==> src/hdl/rbd_pkg.sv <==
// rbd_pkg: shared types, constants and lookup functions for the rtty bit slicer
// and baudot decoder. no dependencies; imported by every module of the block.
`default_nettype none
package rbd_pkg;

  localparam int unsigned FracBits  = 12;
  localparam int unsigned FrameBits = 8;
  localparam int unsigned StopBits  = FrameBits - 6;
  localparam int unsigned HistBits  = 16;
  localparam int unsigned MaxRun    = 16;
  localparam int unsigned CfgW      = 15;
  localparam int unsigned TickW     = 32;
  localparam int unsigned FifoDepth = 2;

  // register indexes
  localparam logic [1:0] RegGain   = 2'd0;
  localparam logic [1:0] RegDecay  = 2'd1;
  localparam logic [1:0] RegPeriod = 2'd2;
  localparam logic [1:0] RegSwitch = 2'd3;

  // shift control characters
  localparam logic [7:0] ChFigs = 8'h84;
  localparam logic [7:0] ChLtrs = 8'h85;

  typedef struct packed {
    logic [CfgW-1:0] gain;
    logic [CfgW-1:0] decay;
    logic [CfgW-1:0] period;
    logic [CfgW-1:0] switch_dly;
  } cfg_t;

  // one finished tone run handed from front to back
  typedef struct packed {
    logic             mark;
    logic [TickW-1:0] ticks;
  } run_t;

  typedef struct packed {
    logic       fig;
    logic [7:0] ch;
    logic [4:0] code;
  } result_t;

  typedef enum logic [2:0] {
    F_IDLE, F_MUL, F_SUM, F_TONE, F_PUSH
  } front_state_e;

  typedef enum logic [2:0] {
    B_IDLE, B_DIV, B_SHIFT, B_SCAN, B_EMIT
  } back_state_e;

  function automatic logic [4:0] rev5(input logic [4:0] v);
    logic [4:0] r;
    for (int i = 0; i < 5; i++) begin
      r[4-i] = v[i];
    end
    return r;
  endfunction

  function automatic logic [7:0] letters_char(input logic [4:0] c);
    logic [7:0] r;
    unique case (c)
      5'd0:  r = 8'h80;  5'd1:  r = 8'h45;  5'd2:  r = 8'h81;  5'd3:  r = 8'h41;
      5'd4:  r = 8'h82;  5'd5:  r = 8'h53;  5'd6:  r = 8'h49;  5'd7:  r = 8'h55;
      5'd8:  r = 8'h83;  5'd9:  r = 8'h44;  5'd10: r = 8'h52;  5'd11: r = 8'h4A;
      5'd12: r = 8'h4E;  5'd13: r = 8'h46;  5'd14: r = 8'h43;  5'd15: r = 8'h4B;
      5'd16: r = 8'h54;  5'd17: r = 8'h5A;  5'd18: r = 8'h4C;  5'd19: r = 8'h57;
      5'd20: r = 8'h48;  5'd21: r = 8'h59;  5'd22: r = 8'h50;  5'd23: r = 8'h51;
      5'd24: r = 8'h4F;  5'd25: r = 8'h42;  5'd26: r = 8'h47;  5'd27: r = 8'h84;
      5'd28: r = 8'h4D;  5'd29: r = 8'h58;  5'd30: r = 8'h56;  5'd31: r = 8'h85;
      default: r = 8'h80;
    endcase
    return r;
  endfunction

  function automatic logic [7:0] figures_char(input logic [4:0] c);
    logic [7:0] r;
    unique case (c)
      5'd0:  r = 8'h80;  5'd1:  r = 8'h33;  5'd2:  r = 8'h81;  5'd3:  r = 8'h2D;
      5'd4:  r = 8'h82;  5'd5:  r = 8'h27;  5'd6:  r = 8'h38;  5'd7:  r = 8'h37;
      5'd8:  r = 8'h83;  5'd9:  r = 8'h86;  5'd10: r = 8'h34;  5'd11: r = 8'h87;
      5'd12: r = 8'h2C;  5'd13: r = 8'h21;  5'd14: r = 8'h3A;  5'd15: r = 8'h28;
      5'd16: r = 8'h35;  5'd17: r = 8'h22;  5'd18: r = 8'h29;  5'd19: r = 8'h32;
      5'd20: r = 8'h23;  5'd21: r = 8'h36;  5'd22: r = 8'h30;  5'd23: r = 8'h31;
      5'd24: r = 8'h39;  5'd25: r = 8'h3F;  5'd26: r = 8'h26;  5'd27: r = 8'h84;
      5'd28: r = 8'h2E;  5'd29: r = 8'h2F;  5'd30: r = 8'h3B;  5'd31: r = 8'h85;
      default: r = 8'h80;
    endcase
    return r;
  endfunction

endpackage
`default_nettype wire

==> src/hdl/rtty_bit_slicer_baudot_decoder.sv <==
// rtty_bit_slicer_baudot_decoder: top level, configuration registers and the
// front / queue / back split. depends on rbd_pkg, rbd_front, rbd_fifo, rbd_back.
//
// usage:
//   s_axis carries one discriminator sample and the ticks since the last one.
//   m_axis carries zero, one or two decoded characters per sample; tlast marks
//   the final character caused by that sample.
//   cfg_we_i writes register cfg_idx_i (0 gain, 1 decay, 2 bit period,
//   3 switch delay) from cfg_data_i in the same cycle; write only when idle.
// timing:
//   the front takes a sample through multiply, sum, tone check and push; a
//   sample that ends a tone run hands the run to a 2-deep queue. the back
//   then rounds it to a bit count capped at 16 (one period subtraction per
//   cycle), shifts it into the bit history, scans for frames and moves each
//   character into the output register.
//   sustained rate is therefore set by the back divider and frame scan.
// reset: filter level, run counters, bit history and shift state clear, tone
//   is mark, registers return to 1024 / 3072 / 4400 / 1100.
// stalls: a held m_axis word stops the back; the queue keeps the front taking
//   samples until it fills, then a sample that ends a run holds s_axis_tready low.
`default_nettype none
module rtty_bit_slicer_baudot_decoder import rbd_pkg::*; (
  input  wire logic        clk_i,
  input  wire logic        rst_ni,
  input  wire logic        cfg_we_i,
  input  wire logic [1:0]  cfg_idx_i,
  input  wire logic [14:0] cfg_data_i,
  input  wire logic        s_axis_tvalid,
  output logic             s_axis_tready,
  input  wire logic [31:0] s_axis_tdata,   // sample[15:0], elapsed_ticks[31:16]
  output logic             m_axis_tvalid,
  input  wire logic        m_axis_tready,
  output logic [15:0]      m_axis_tdata,   // baudot_code[4:0], char_code[12:5],
                                           // figures_shift[13], zero[15:14]
  output logic             m_axis_tlast
);

  cfg_t    cfg_q;
  logic    push, full, pop, empty;
  run_t    push_data, pop_data;
  result_t res;

  always_ff @(posedge clk_i or negedge rst_ni) begin
    if (!rst_ni) begin
      cfg_q.gain       <= 15'd1024;
      cfg_q.decay      <= 15'd3072;
      cfg_q.period     <= 15'd4400;
      cfg_q.switch_dly <= 15'd1100;
    end else if (cfg_we_i) begin
      unique case (cfg_idx_i)
        RegGain:   cfg_q.gain       <= cfg_data_i;
        RegDecay:  cfg_q.decay      <= cfg_data_i;
        RegPeriod: cfg_q.period     <= cfg_data_i;
        RegSwitch: cfg_q.switch_dly <= cfg_data_i;
        default: ;
      endcase
    end
  end

  rbd_front u_front (
    .clk_i       (clk_i),
    .rst_ni      (rst_ni),
    .cfg_i       (cfg_q),
    .in_valid_i  (s_axis_tvalid),
    .in_ready_o  (s_axis_tready),
    .sample_i    (s_axis_tdata[15:0]),
    .ticks_i     (s_axis_tdata[31:16]),
    .push_o      (push),
    .push_data_o (push_data),
    .full_i      (full)
  );

  rbd_fifo u_fifo (
    .clk_i       (clk_i),
    .rst_ni      (rst_ni),
    .push_i      (push),
    .push_data_i (push_data),
    .full_o      (full),
    .pop_i       (pop),
    .pop_data_o  (pop_data),
    .empty_o     (empty)
  );

  rbd_back u_back (
    .clk_i       (clk_i),
    .rst_ni      (rst_ni),
    .cfg_i       (cfg_q),
    .empty_i     (empty),
    .run_i       (pop_data),
    .pop_o       (pop),
    .out_valid_o (m_axis_tvalid),
    .out_ready_i (m_axis_tready),
    .out_res_o   (res),
    .out_last_o  (m_axis_tlast)
  );

  assign m_axis_tdata = {2'b00, res.fig, res.ch, res.code};

endmodule
`default_nettype wire

==> src/hdl/rbd_front.sv <==
// rbd_front: one-pole filter, mark/space slicer and tone-change timing.
// depends on rbd_pkg; pushes finished runs into rbd_fifo.
`default_nettype none
module rbd_front import rbd_pkg::*; (
  input  wire logic        clk_i,
  input  wire logic        rst_ni,
  input  wire cfg_t        cfg_i,
  input  wire logic        in_valid_i,
  output logic             in_ready_o,
  input  wire logic [15:0] sample_i,
  input  wire logic [15:0] ticks_i,
  output logic             push_o,
  output run_t             push_data_o,
  input  wire logic        full_i
);

  front_state_e state_q, state_d;

  logic signed [15:0] x_q;
  logic [15:0]        ticks_q;
  logic signed [31:0] prod_a_q, prod_b_q;
  logic signed [15:0] level_q;
  logic               tone_q;   // 1 = mark
  logic [TickW-1:0]   pend_q, mark_q, space_q, pend_new_q;
  logic               same_q, trans_q;

  logic signed [31:0] sum;
  logic signed [15:0] level_sat;
  logic               cur_mark;
  logic [TickW:0]     pend_add;
  logic [TickW-1:0]   pend_sat;
  logic [TickW-1:0]   cur_cnt, old_cnt, d_ticks, run_len;
  logic [TickW:0]     cnt_add;
  logic [TickW-1:0]   cnt_sat;

  always_comb begin
    sum = (prod_a_q >>> FracBits) + (prod_b_q >>> FracBits);
    if (sum > 32'sd32767) begin
      level_sat = 16'sh7FFF;
    end else if (sum < -32'sd32768) begin
      level_sat = 16'sh8000;
    end else begin
      level_sat = sum[15:0];
    end
    cur_mark = level_q[15] || (level_q == 16'sd0);
    pend_add = {1'b0, pend_q} + {{(TickW-15){1'b0}}, ticks_q};
    pend_sat = pend_add[TickW] ? '1 : pend_add[TickW-1:0];
    cur_cnt  = tone_q ? mark_q : space_q;
    cnt_add  = {1'b0, cur_cnt} + {{(TickW-15){1'b0}}, ticks_q};
    cnt_sat  = cnt_add[TickW] ? '1 : cnt_add[TickW-1:0];
    // the run that ends is the old tone's count less the pending time
    old_cnt  = cur_cnt;
    d_ticks  = pend_new_q - {{(TickW-16){1'b0}}, ticks_q};
    run_len  = (old_cnt > d_ticks) ? old_cnt - d_ticks : '0;
  end

  always_comb begin
    state_d     = state_q;
    in_ready_o  = 1'b0;
    push_o      = 1'b0;
    push_data_o = '{mark: tone_q, ticks: run_len};
    unique case (state_q)
      F_IDLE: begin
        in_ready_o = 1'b1;
        if (in_valid_i) state_d = F_MUL;
      end
      F_MUL:  state_d = F_SUM;
      F_SUM:  state_d = F_TONE;
      F_TONE: state_d = F_PUSH;
      F_PUSH: begin
        if (!trans_q) begin
          state_d = F_IDLE;
        end else if (!full_i) begin
          push_o  = 1'b1;
          state_d = F_IDLE;
        end
      end
      default: state_d = F_IDLE;
    endcase
  end

  always_ff @(posedge clk_i or negedge rst_ni) begin
    if (!rst_ni) begin
      state_q <= F_IDLE;
      level_q <= '0;
      tone_q  <= 1'b1;
      pend_q  <= '0;
      mark_q  <= '0;
      space_q <= '0;
    end else begin
      state_q <= state_d;
      if (state_q == F_SUM) level_q <= level_sat;
      if (state_q == F_PUSH) begin
        if (trans_q) begin
          if (!full_i) begin
            tone_q <= ~tone_q;
            pend_q <= '0;
            if (tone_q) begin
              mark_q  <= '0;
              space_q <= pend_new_q;
            end else begin
              space_q <= '0;
              mark_q  <= pend_new_q;
            end
          end
        end else begin
          pend_q <= same_q ? '0 : pend_new_q;
          if (tone_q) mark_q <= cnt_sat;
          else        space_q <= cnt_sat;
        end
      end
    end
  end

  always_ff @(posedge clk_i) begin
    if (state_q == F_IDLE && in_valid_i) begin
      x_q     <= sample_i;
      ticks_q <= ticks_i;
    end
    if (state_q == F_MUL) begin
      prod_a_q <= $signed({1'b0, cfg_i.gain}) * x_q;
      prod_b_q <= $signed({1'b0, cfg_i.decay}) * level_q;
    end
    if (state_q == F_TONE) begin
      pend_new_q <= pend_sat;
      same_q     <= (cur_mark == tone_q);
      trans_q    <= (cur_mark != tone_q) &&
                    (pend_sat > {{(TickW-CfgW){1'b0}}, cfg_i.switch_dly});
    end
  end

endmodule
`default_nettype wire

==> src/hdl/rbd_fifo.sv <==
// rbd_fifo: short run queue between the front and the back.
// depends on rbd_pkg for run_t and the depth.
`default_nettype none
module rbd_fifo import rbd_pkg::*; (
  input  wire logic clk_i,
  input  wire logic rst_ni,
  input  wire logic push_i,
  input  wire run_t push_data_i,
  output logic      full_o,
  input  wire logic pop_i,
  output run_t      pop_data_o,
  output logic      empty_o
);

  localparam int unsigned PtrW = $clog2(FifoDepth);
  localparam int unsigned CntW = $clog2(FifoDepth + 1);

  run_t            mem_q [FifoDepth];
  logic [PtrW-1:0] wr_q, rd_q;
  logic [CntW-1:0] cnt_q;

  assign full_o     = (cnt_q == CntW'(FifoDepth));
  assign empty_o    = (cnt_q == '0);
  assign pop_data_o = mem_q[rd_q];

  always_ff @(posedge clk_i) begin
    if (push_i) mem_q[wr_q] <= push_data_i;
  end

  always_ff @(posedge clk_i or negedge rst_ni) begin
    if (!rst_ni) begin
      wr_q  <= '0;
      rd_q  <= '0;
      cnt_q <= '0;
    end else begin
      if (push_i) wr_q <= (wr_q == PtrW'(FifoDepth - 1)) ? '0 : wr_q + 1'b1;
      if (pop_i)  rd_q <= (rd_q == PtrW'(FifoDepth - 1)) ? '0 : rd_q + 1'b1;
      if (push_i && !pop_i)      cnt_q <= cnt_q + 1'b1;
      else if (pop_i && !push_i) cnt_q <= cnt_q - 1'b1;
    end
  end

endmodule
`default_nettype wire

==> src/hdl/rbd_back.sv <==
// rbd_back: rounds runs to bit counts, keeps the bit history, frames and
// translates characters, drives the result register. depends on rbd_pkg.
`default_nettype none
module rbd_back import rbd_pkg::*; (
  input  wire logic     clk_i,
  input  wire logic     rst_ni,
  input  wire cfg_t     cfg_i,
  input  wire logic     empty_i,
  input  wire run_t     run_i,
  output logic          pop_o,
  output logic          out_valid_o,
  input  wire logic     out_ready_i,
  output result_t       out_res_o,
  output logic          out_last_o
);

  back_state_e state_q, state_d;

  logic [TickW-1:0]    rem_q;
  logic [4:0]          n_q;
  logic                one_q;
  logic [HistBits-1:0] hist_q;
  logic [4:0]          held_q;
  logic                fig_q;
  logic [1:0]          cnt_q;
  logic                idx_q;
  result_t             res_q [2];
  logic                m_valid_q, m_last_q;
  result_t             m_res_q;

  logic [CfgW-1:0]     period;
  logic [CfgW-1:0]     half;
  logic [31:0]         shifted, fill;
  logic [5:0]          held_sum;
  logic [3:0]          over;
  logic [HistBits-1:0] win_full;
  logic [FrameBits-1:0] win;
  logic                frame_ok, scan_go;
  logic [4:0]          code;
  logic [7:0]          ch;
  logic                out_free;

  always_comb begin
    period   = (cfg_i.period == '0) ? CfgW'(1) : cfg_i.period;
    half     = period >> 1;
    fill     = one_q ? ((32'd1 << n_q) - 32'd1) : 32'd0;
    shifted  = ({16'd0, hist_q} << n_q) | fill;
    held_sum = {1'b0, held_q} + {1'b0, n_q};
    over     = 4'(held_q - 5'(FrameBits));
    win_full = hist_q >> over;
    win      = win_full[FrameBits-1:0];
    frame_ok = (&win[StopBits-1:0]) && !win[FrameBits-1];
    scan_go  = (held_q >= 5'(FrameBits)) && (cnt_q != 2'd2);
    code     = rev5(win[FrameBits-2 -: 5]);
    ch       = fig_q ? figures_char(code) : letters_char(code);
    out_free = !m_valid_q || out_ready_i;
  end

  always_comb begin
    state_d = state_q;
    pop_o   = 1'b0;
    unique case (state_q)
      B_IDLE: begin
        if (!empty_i) begin
          pop_o   = 1'b1;
          state_d = (run_i.ticks <= {{(TickW-CfgW){1'b0}}, half}) ? B_SHIFT : B_DIV;
        end
      end
      B_DIV: begin
        if (n_q == 5'(MaxRun)) state_d = B_SHIFT;
        else if (rem_q <= {{(TickW-CfgW){1'b0}}, period}) state_d = B_SHIFT;
      end
      B_SHIFT: state_d = B_SCAN;
      B_SCAN: begin
        if (!scan_go) state_d = (cnt_q == 2'd0) ? B_IDLE : B_EMIT;
      end
      B_EMIT: begin
        if (out_free && (2'(idx_q) + 2'd1 == cnt_q)) state_d = B_IDLE;
      end
      default: state_d = B_IDLE;
    endcase
  end

  always_ff @(posedge clk_i or negedge rst_ni) begin
    if (!rst_ni) begin
      state_q   <= B_IDLE;
      hist_q    <= '0;
      held_q    <= '0;
      fig_q     <= 1'b0;
      cnt_q     <= '0;
      idx_q     <= 1'b0;
      m_valid_q <= 1'b0;
    end else begin
      state_q <= state_d;
      if (state_q == B_EMIT && out_free) m_valid_q <= 1'b1;
      else if (out_ready_i)              m_valid_q <= 1'b0;
      unique case (state_q)
        B_SHIFT: begin
          hist_q <= shifted[HistBits-1:0];
          held_q <= (held_sum > 6'(HistBits)) ? 5'(HistBits) : held_sum[4:0];
          cnt_q  <= '0;
          idx_q  <= 1'b0;
        end
        B_SCAN: begin
          if (scan_go) begin
            if (frame_ok) begin
              held_q <= held_q - 5'(FrameBits);
              cnt_q  <= cnt_q + 2'd1;
              if (ch == ChFigs)      fig_q <= 1'b1;
              else if (ch == ChLtrs) fig_q <= 1'b0;
            end else begin
              held_q <= held_q - 5'd1;
            end
          end
        end
        B_EMIT: begin
          if (out_free) begin
            idx_q <= 1'b1;
          end
        end
        default: ;
      endcase
    end
  end

  always_ff @(posedge clk_i) begin
    if (state_q == B_IDLE && !empty_i) begin
      rem_q <= run_i.ticks - {{(TickW-CfgW){1'b0}}, half};
      one_q <= run_i.mark;
      n_q   <= '0;
    end
    // ceiling divide by the bit period, one subtraction per cycle
    if (state_q == B_DIV && n_q != 5'(MaxRun)) begin
      n_q <= n_q + 5'd1;
      if (rem_q > {{(TickW-CfgW){1'b0}}, period}) begin
        rem_q <= rem_q - {{(TickW-CfgW){1'b0}}, period};
      end
    end
    if (state_q == B_SCAN && scan_go && frame_ok) begin
      res_q[cnt_q[0]] <= '{fig: fig_q, ch: ch, code: code};
    end
    if (state_q == B_EMIT && out_free) begin
      m_res_q  <= res_q[idx_q];
      m_last_q <= (2'(idx_q) + 2'd1 == cnt_q);
    end
  end

  assign out_valid_o = m_valid_q;
  assign out_res_o   = m_res_q;
  assign out_last_o  = m_last_q;

endmodule
`default_nettype wire

==> config.mk <==
export PLATFORM = sky130hd
export DESIGN_NAME = rtty_bit_slicer_baudot_decoder
export DESIGN_NICKNAME = d
export VERILOG_FILES = /design/src/hdl/rbd_pkg.sv /design/src/hdl/rtty_bit_slicer_baudot_decoder.sv /design/src/hdl/rbd_front.sv /design/src/hdl/rbd_fifo.sv /design/src/hdl/rbd_back.sv
export SDC_FILE = /design/constraint.sdc
export NUM_CORES = 2
export LEC_CHECK = 0
export BUFFER_PORTS_ARGS = -buffer_cell sky130_fd_sc_hd__buf_2
export CAP_MARGIN = 20
export CORE_MARGIN = 2
export CORE_UTILIZATION = 30
export DETAILED_ROUTE_END_ITERATION = 6
export GPL_TIMING_DRIVEN = 0
export PLACE_DENSITY = 0.46
export SLEW_MARGIN = 20
export SYNTH_ARGS = -nofsm -noshare
export SYNTH_HDL_FRONTEND = slang
export SYNTH_SLANG_ARGS = --single-unit
==> constraint.sdc <==
create_clock -name clk_i -period 8.2 [get_ports clk_i]
set_input_delay 1.23 -clock clk_i [delete_from_list [all_inputs] [get_ports clk_i]]
set_output_delay 1.23 -clock clk_i [all_outputs]
set_load 0.05 [all_outputs]
==> results.cfg <==
[layout]
fillCellCount = 15283
layout_common_cells = 594 x inv_1, 478 x nand2_1, 402 x ha_1
syn_to_final_growth_pct = 11.4
fin_cells = 6751
regArea_sq_um = 12500
final_common_cell = inv_1
multiInputGateArea_sq_um = 28800
layout-drive-gt1-share_pct = 8.36
fin_nets = 5605

[grt]
grt_pass1_vias = 34303
track_usage_pct = 17.7
antenna_found_initial = 13
grt_max_degree = 82
gr-total-overflow = 0
grt_pass1_wl_mm = 207

[placed_design]
portBuffers = 70
pre_cts_ws_ns = 0.250
dp.final_hpwl_mm = 105
gp_congestion = 0.853
place_inst = 6641

[setup_path]
path_buf_inv = 6
crit_path_start_kind = flop
reg2reg_slack_ns = 0.45
path_cells = clkbuf_1 -> nand2_1 -> fa_1 -> inv_1 -> fa_1 -> inv_1 -> fa_1 -> inv_1 -> fa_1 -> fa_1 -> inv_1 -> fa_1 -> inv_1 -> ha_1 -> a21o_1 -> a21o_1 -> a21oi_1 -> o31a_1 -> nor3_1 -> o41a_1 -> a41o_1 -> o41a_1 -> a21oi_1 -> xnor2_1
required_ns = 8.61
cpLargestDelayFamily = adder cells
endpoint_kind = flop
timing.rr.start = u_front.x_q[8]$_DFFE_PP_
criticalPathCategory = flop to flop
reg2reg_depth = 24
cp-startpoint = u_front.x_q[8]$_DFFE_PP_
crit_path_max_fanout = 10
cp_common_cell = fa_1
worstSetupPathDepth = 24
slowest_delay_ns = 0.77
reg2reg_to = u_front.prod_a_q[31]$_DFFE_PP_
arrival_ns = 8.16
worst_path_max_delay_cell = clkbuf_1
cp-endpoint = u_front.prod_a_q[31]$_DFFE_PP_

[routing]
ant_nets = 0
avgViaCountPerCell = 4.99
wirelength_mm = 134
vias = 33704
drtIter0Drc = 2191
post_drt_wl_per_cell_um = 19.8
drc = 0
drt_pass1_iterations = 7

[timing]
fin_skew_ns = 0.0678
finalSetupTns_ns = 0
grt_setup_unrepaired = no
slew_headroom_pct = 26.2
finalHoldViolations = 0
fmax_mhz = 129
worst_slew_pin_slew_ns = 1.10
finalSetupViolCount = 0
fin_ws_ns = 0.452
fin_crit_ns = 7.75
post-route-period-util_pct = 94.5
finalMaxSlewViolations = 0

[clocking]
cts_buffers = 58
clock_sinks = 462
clk_pin_slew_ns = 0.06
cts_tree = yes
clk_path_buf_depth = 3
h-tree-depth = 2
ctsHoldBuffers = 0
cts-root-buf = clkbuf_16
worstSkewPairLatency_ns = 0.69

[yosys]
syn_area_per_cell_sq_um = 9.54
ys_warn_count = 0
async_flop_share_pct = 45.2
synth_area_sq_um = 44300
yosysSeqAreaShare_pct = 28.3
dominantRegCellSynth = edfxtp_1
synthDistinctLibCells = 103
synth_seq_cells = 462
synthCells = 4642
synth-edff-count = 221

[die]
die-area_sq_um = 151000
die_y_um = 388
initial_utilization_pct = 30.3
core_area_sq_um = 146000
dieWidth_um = 388
rows = 140
io_pins = 73

[flow_run]
max_cap_viol_count = 0

[worst_hold_path]
hold_class = flop to flop

[run_status]
outcome = complete, no violations
cells by family after synthesis:
group / Yosys count / share of synthesized area [%]
mux: 190 / 4.96
other cells: 1 / 0.00847
buf+inv: 789 / 6.84
fa+ha+maj: 768 / 27.9
xor+xnor: 201 / 3.98
compound gates: 861 / 13.1
simple gates: 1370 / 15.0
flops: 462 / 28.3
worst min path at each step:
| stage | depth (start not counted) | start | endpoint | slack, ns |
|---|---|---|---|---|
| global route | 1 | u_back.rem_q[31]$_DFF_P_ | u_back.rem_q[31]$_DFF_P_ | 0.50 |
| detailed placement | 1 | u_back.rem_q[31]$_DFF_P_ | u_back.rem_q[31]$_DFF_P_ | 0.47 |
| floorplan | 1 | u_back.rem_q[31]$_DFF_P_ | u_back.rem_q[31]$_DFF_P_ | 0.44 |
| global placement | 1 | u_back.rem_q[31]$_DFF_P_ | u_back.rem_q[31]$_DFF_P_ | 0.46 |
| CTS | 1 | u_back.rem_q[31]$_DFF_P_ | u_back.rem_q[31]$_DFF_P_ | 0.48 |
| finish | 1 | u_back.rem_q[22]$_DFF_P_ | u_back.rem_q[22]$_DFF_P_ | 0.48 |
registers in the layout (all words and copies together), names as in the netlist, 20 cells and up:
register            cells
u_back.rem_q           32
cfg_q                  60
u_front.space_q        32
u_back.res_q           28
u_fifo.mem_q           66
u_front.prod_a_q       20
u_front.prod_b_q       20
u_front.pend_q         32
u_front.mark_q         32
u_front.pend_new_q     32
metal layers:
metal | GRT usage, % | vias to the layer above | routed length, um
li1 | - | 16107 | -
met1 | 24.8 | 16651 | 62200
met2 | 28.7 | 785 | 61200
met3 | 2.32 | 161 | 6620
met4 | 4.71 | 0 | 3580
met5 | 0 | - | 0
cells in the mapped netlist, types with 125 or more instances:
master	n	share of area [%]
ha_1	402	11
clkbuf_1	147	1.2
edfxtp_1	221	15
nand2_1	478	4.1
o21ai_0	175	2.0
dfrtp_1	197	11
inv_1	594	5.0
nor2_1	273	2.3
a21oi_1	213	2.4
and2_1	219	3.1
mux2_2	125	3.2
fa_1	366	17
timing repair:
action,CTS,global route
setup buffers,0,0
resized for setup,0,8
endpoints found under the setup margin,0,2
worst register-to-register path: stages (launching register included):
cell and delay (ns):
edfxtp_1 0.57, clkbuf_1 0.78, nand2_1 0.18, fa_1 0.54, inv_1 0.05, fa_1 0.49
inv_1 0.06, fa_1 0.53, inv_1 0.06, fa_1 0.46, fa_1 0.49, inv_1 0.05
fa_1 0.48, inv_1 0.04, ha_1 0.32, a21o_1 0.20, a21o_1 0.16, a21oi_1 0.13
o31a_1 0.30, nor3_1 0.18, o41a_1 0.46, a41o_1 0.32, o41a_1 0.35, a21oi_1 0.18
xnor2_1 0.11
cell type report:
class | count | share of cell area, %
timing repair buffer | 81 | 1.13
buffer | 188 | 1.58
antenna | 2 | 0.0101
clock buffer | 63 | 3.02
sequential | 462 | 25.4
tap | 1917 | 4.86
multi-input combinational | 3392 | 58.3
clock inverter | 46 | 1.15
inverter | 600 | 4.57
metrics by stage:
stage               util [%]  hold slack (ns)  cell area [sq um]
floorplan                  -            0.442              44300
global placement        32.2            0.458              47000
detailed placement      32.4            0.469              47300
CTS                     33.8            0.479              49300
global route            33.8            0.501              49300
finish                  33.8            0.480              49300
Power is not shown: default switching activity piles up to over one toggle a cycle in this logic, so the estimate is an artifact.
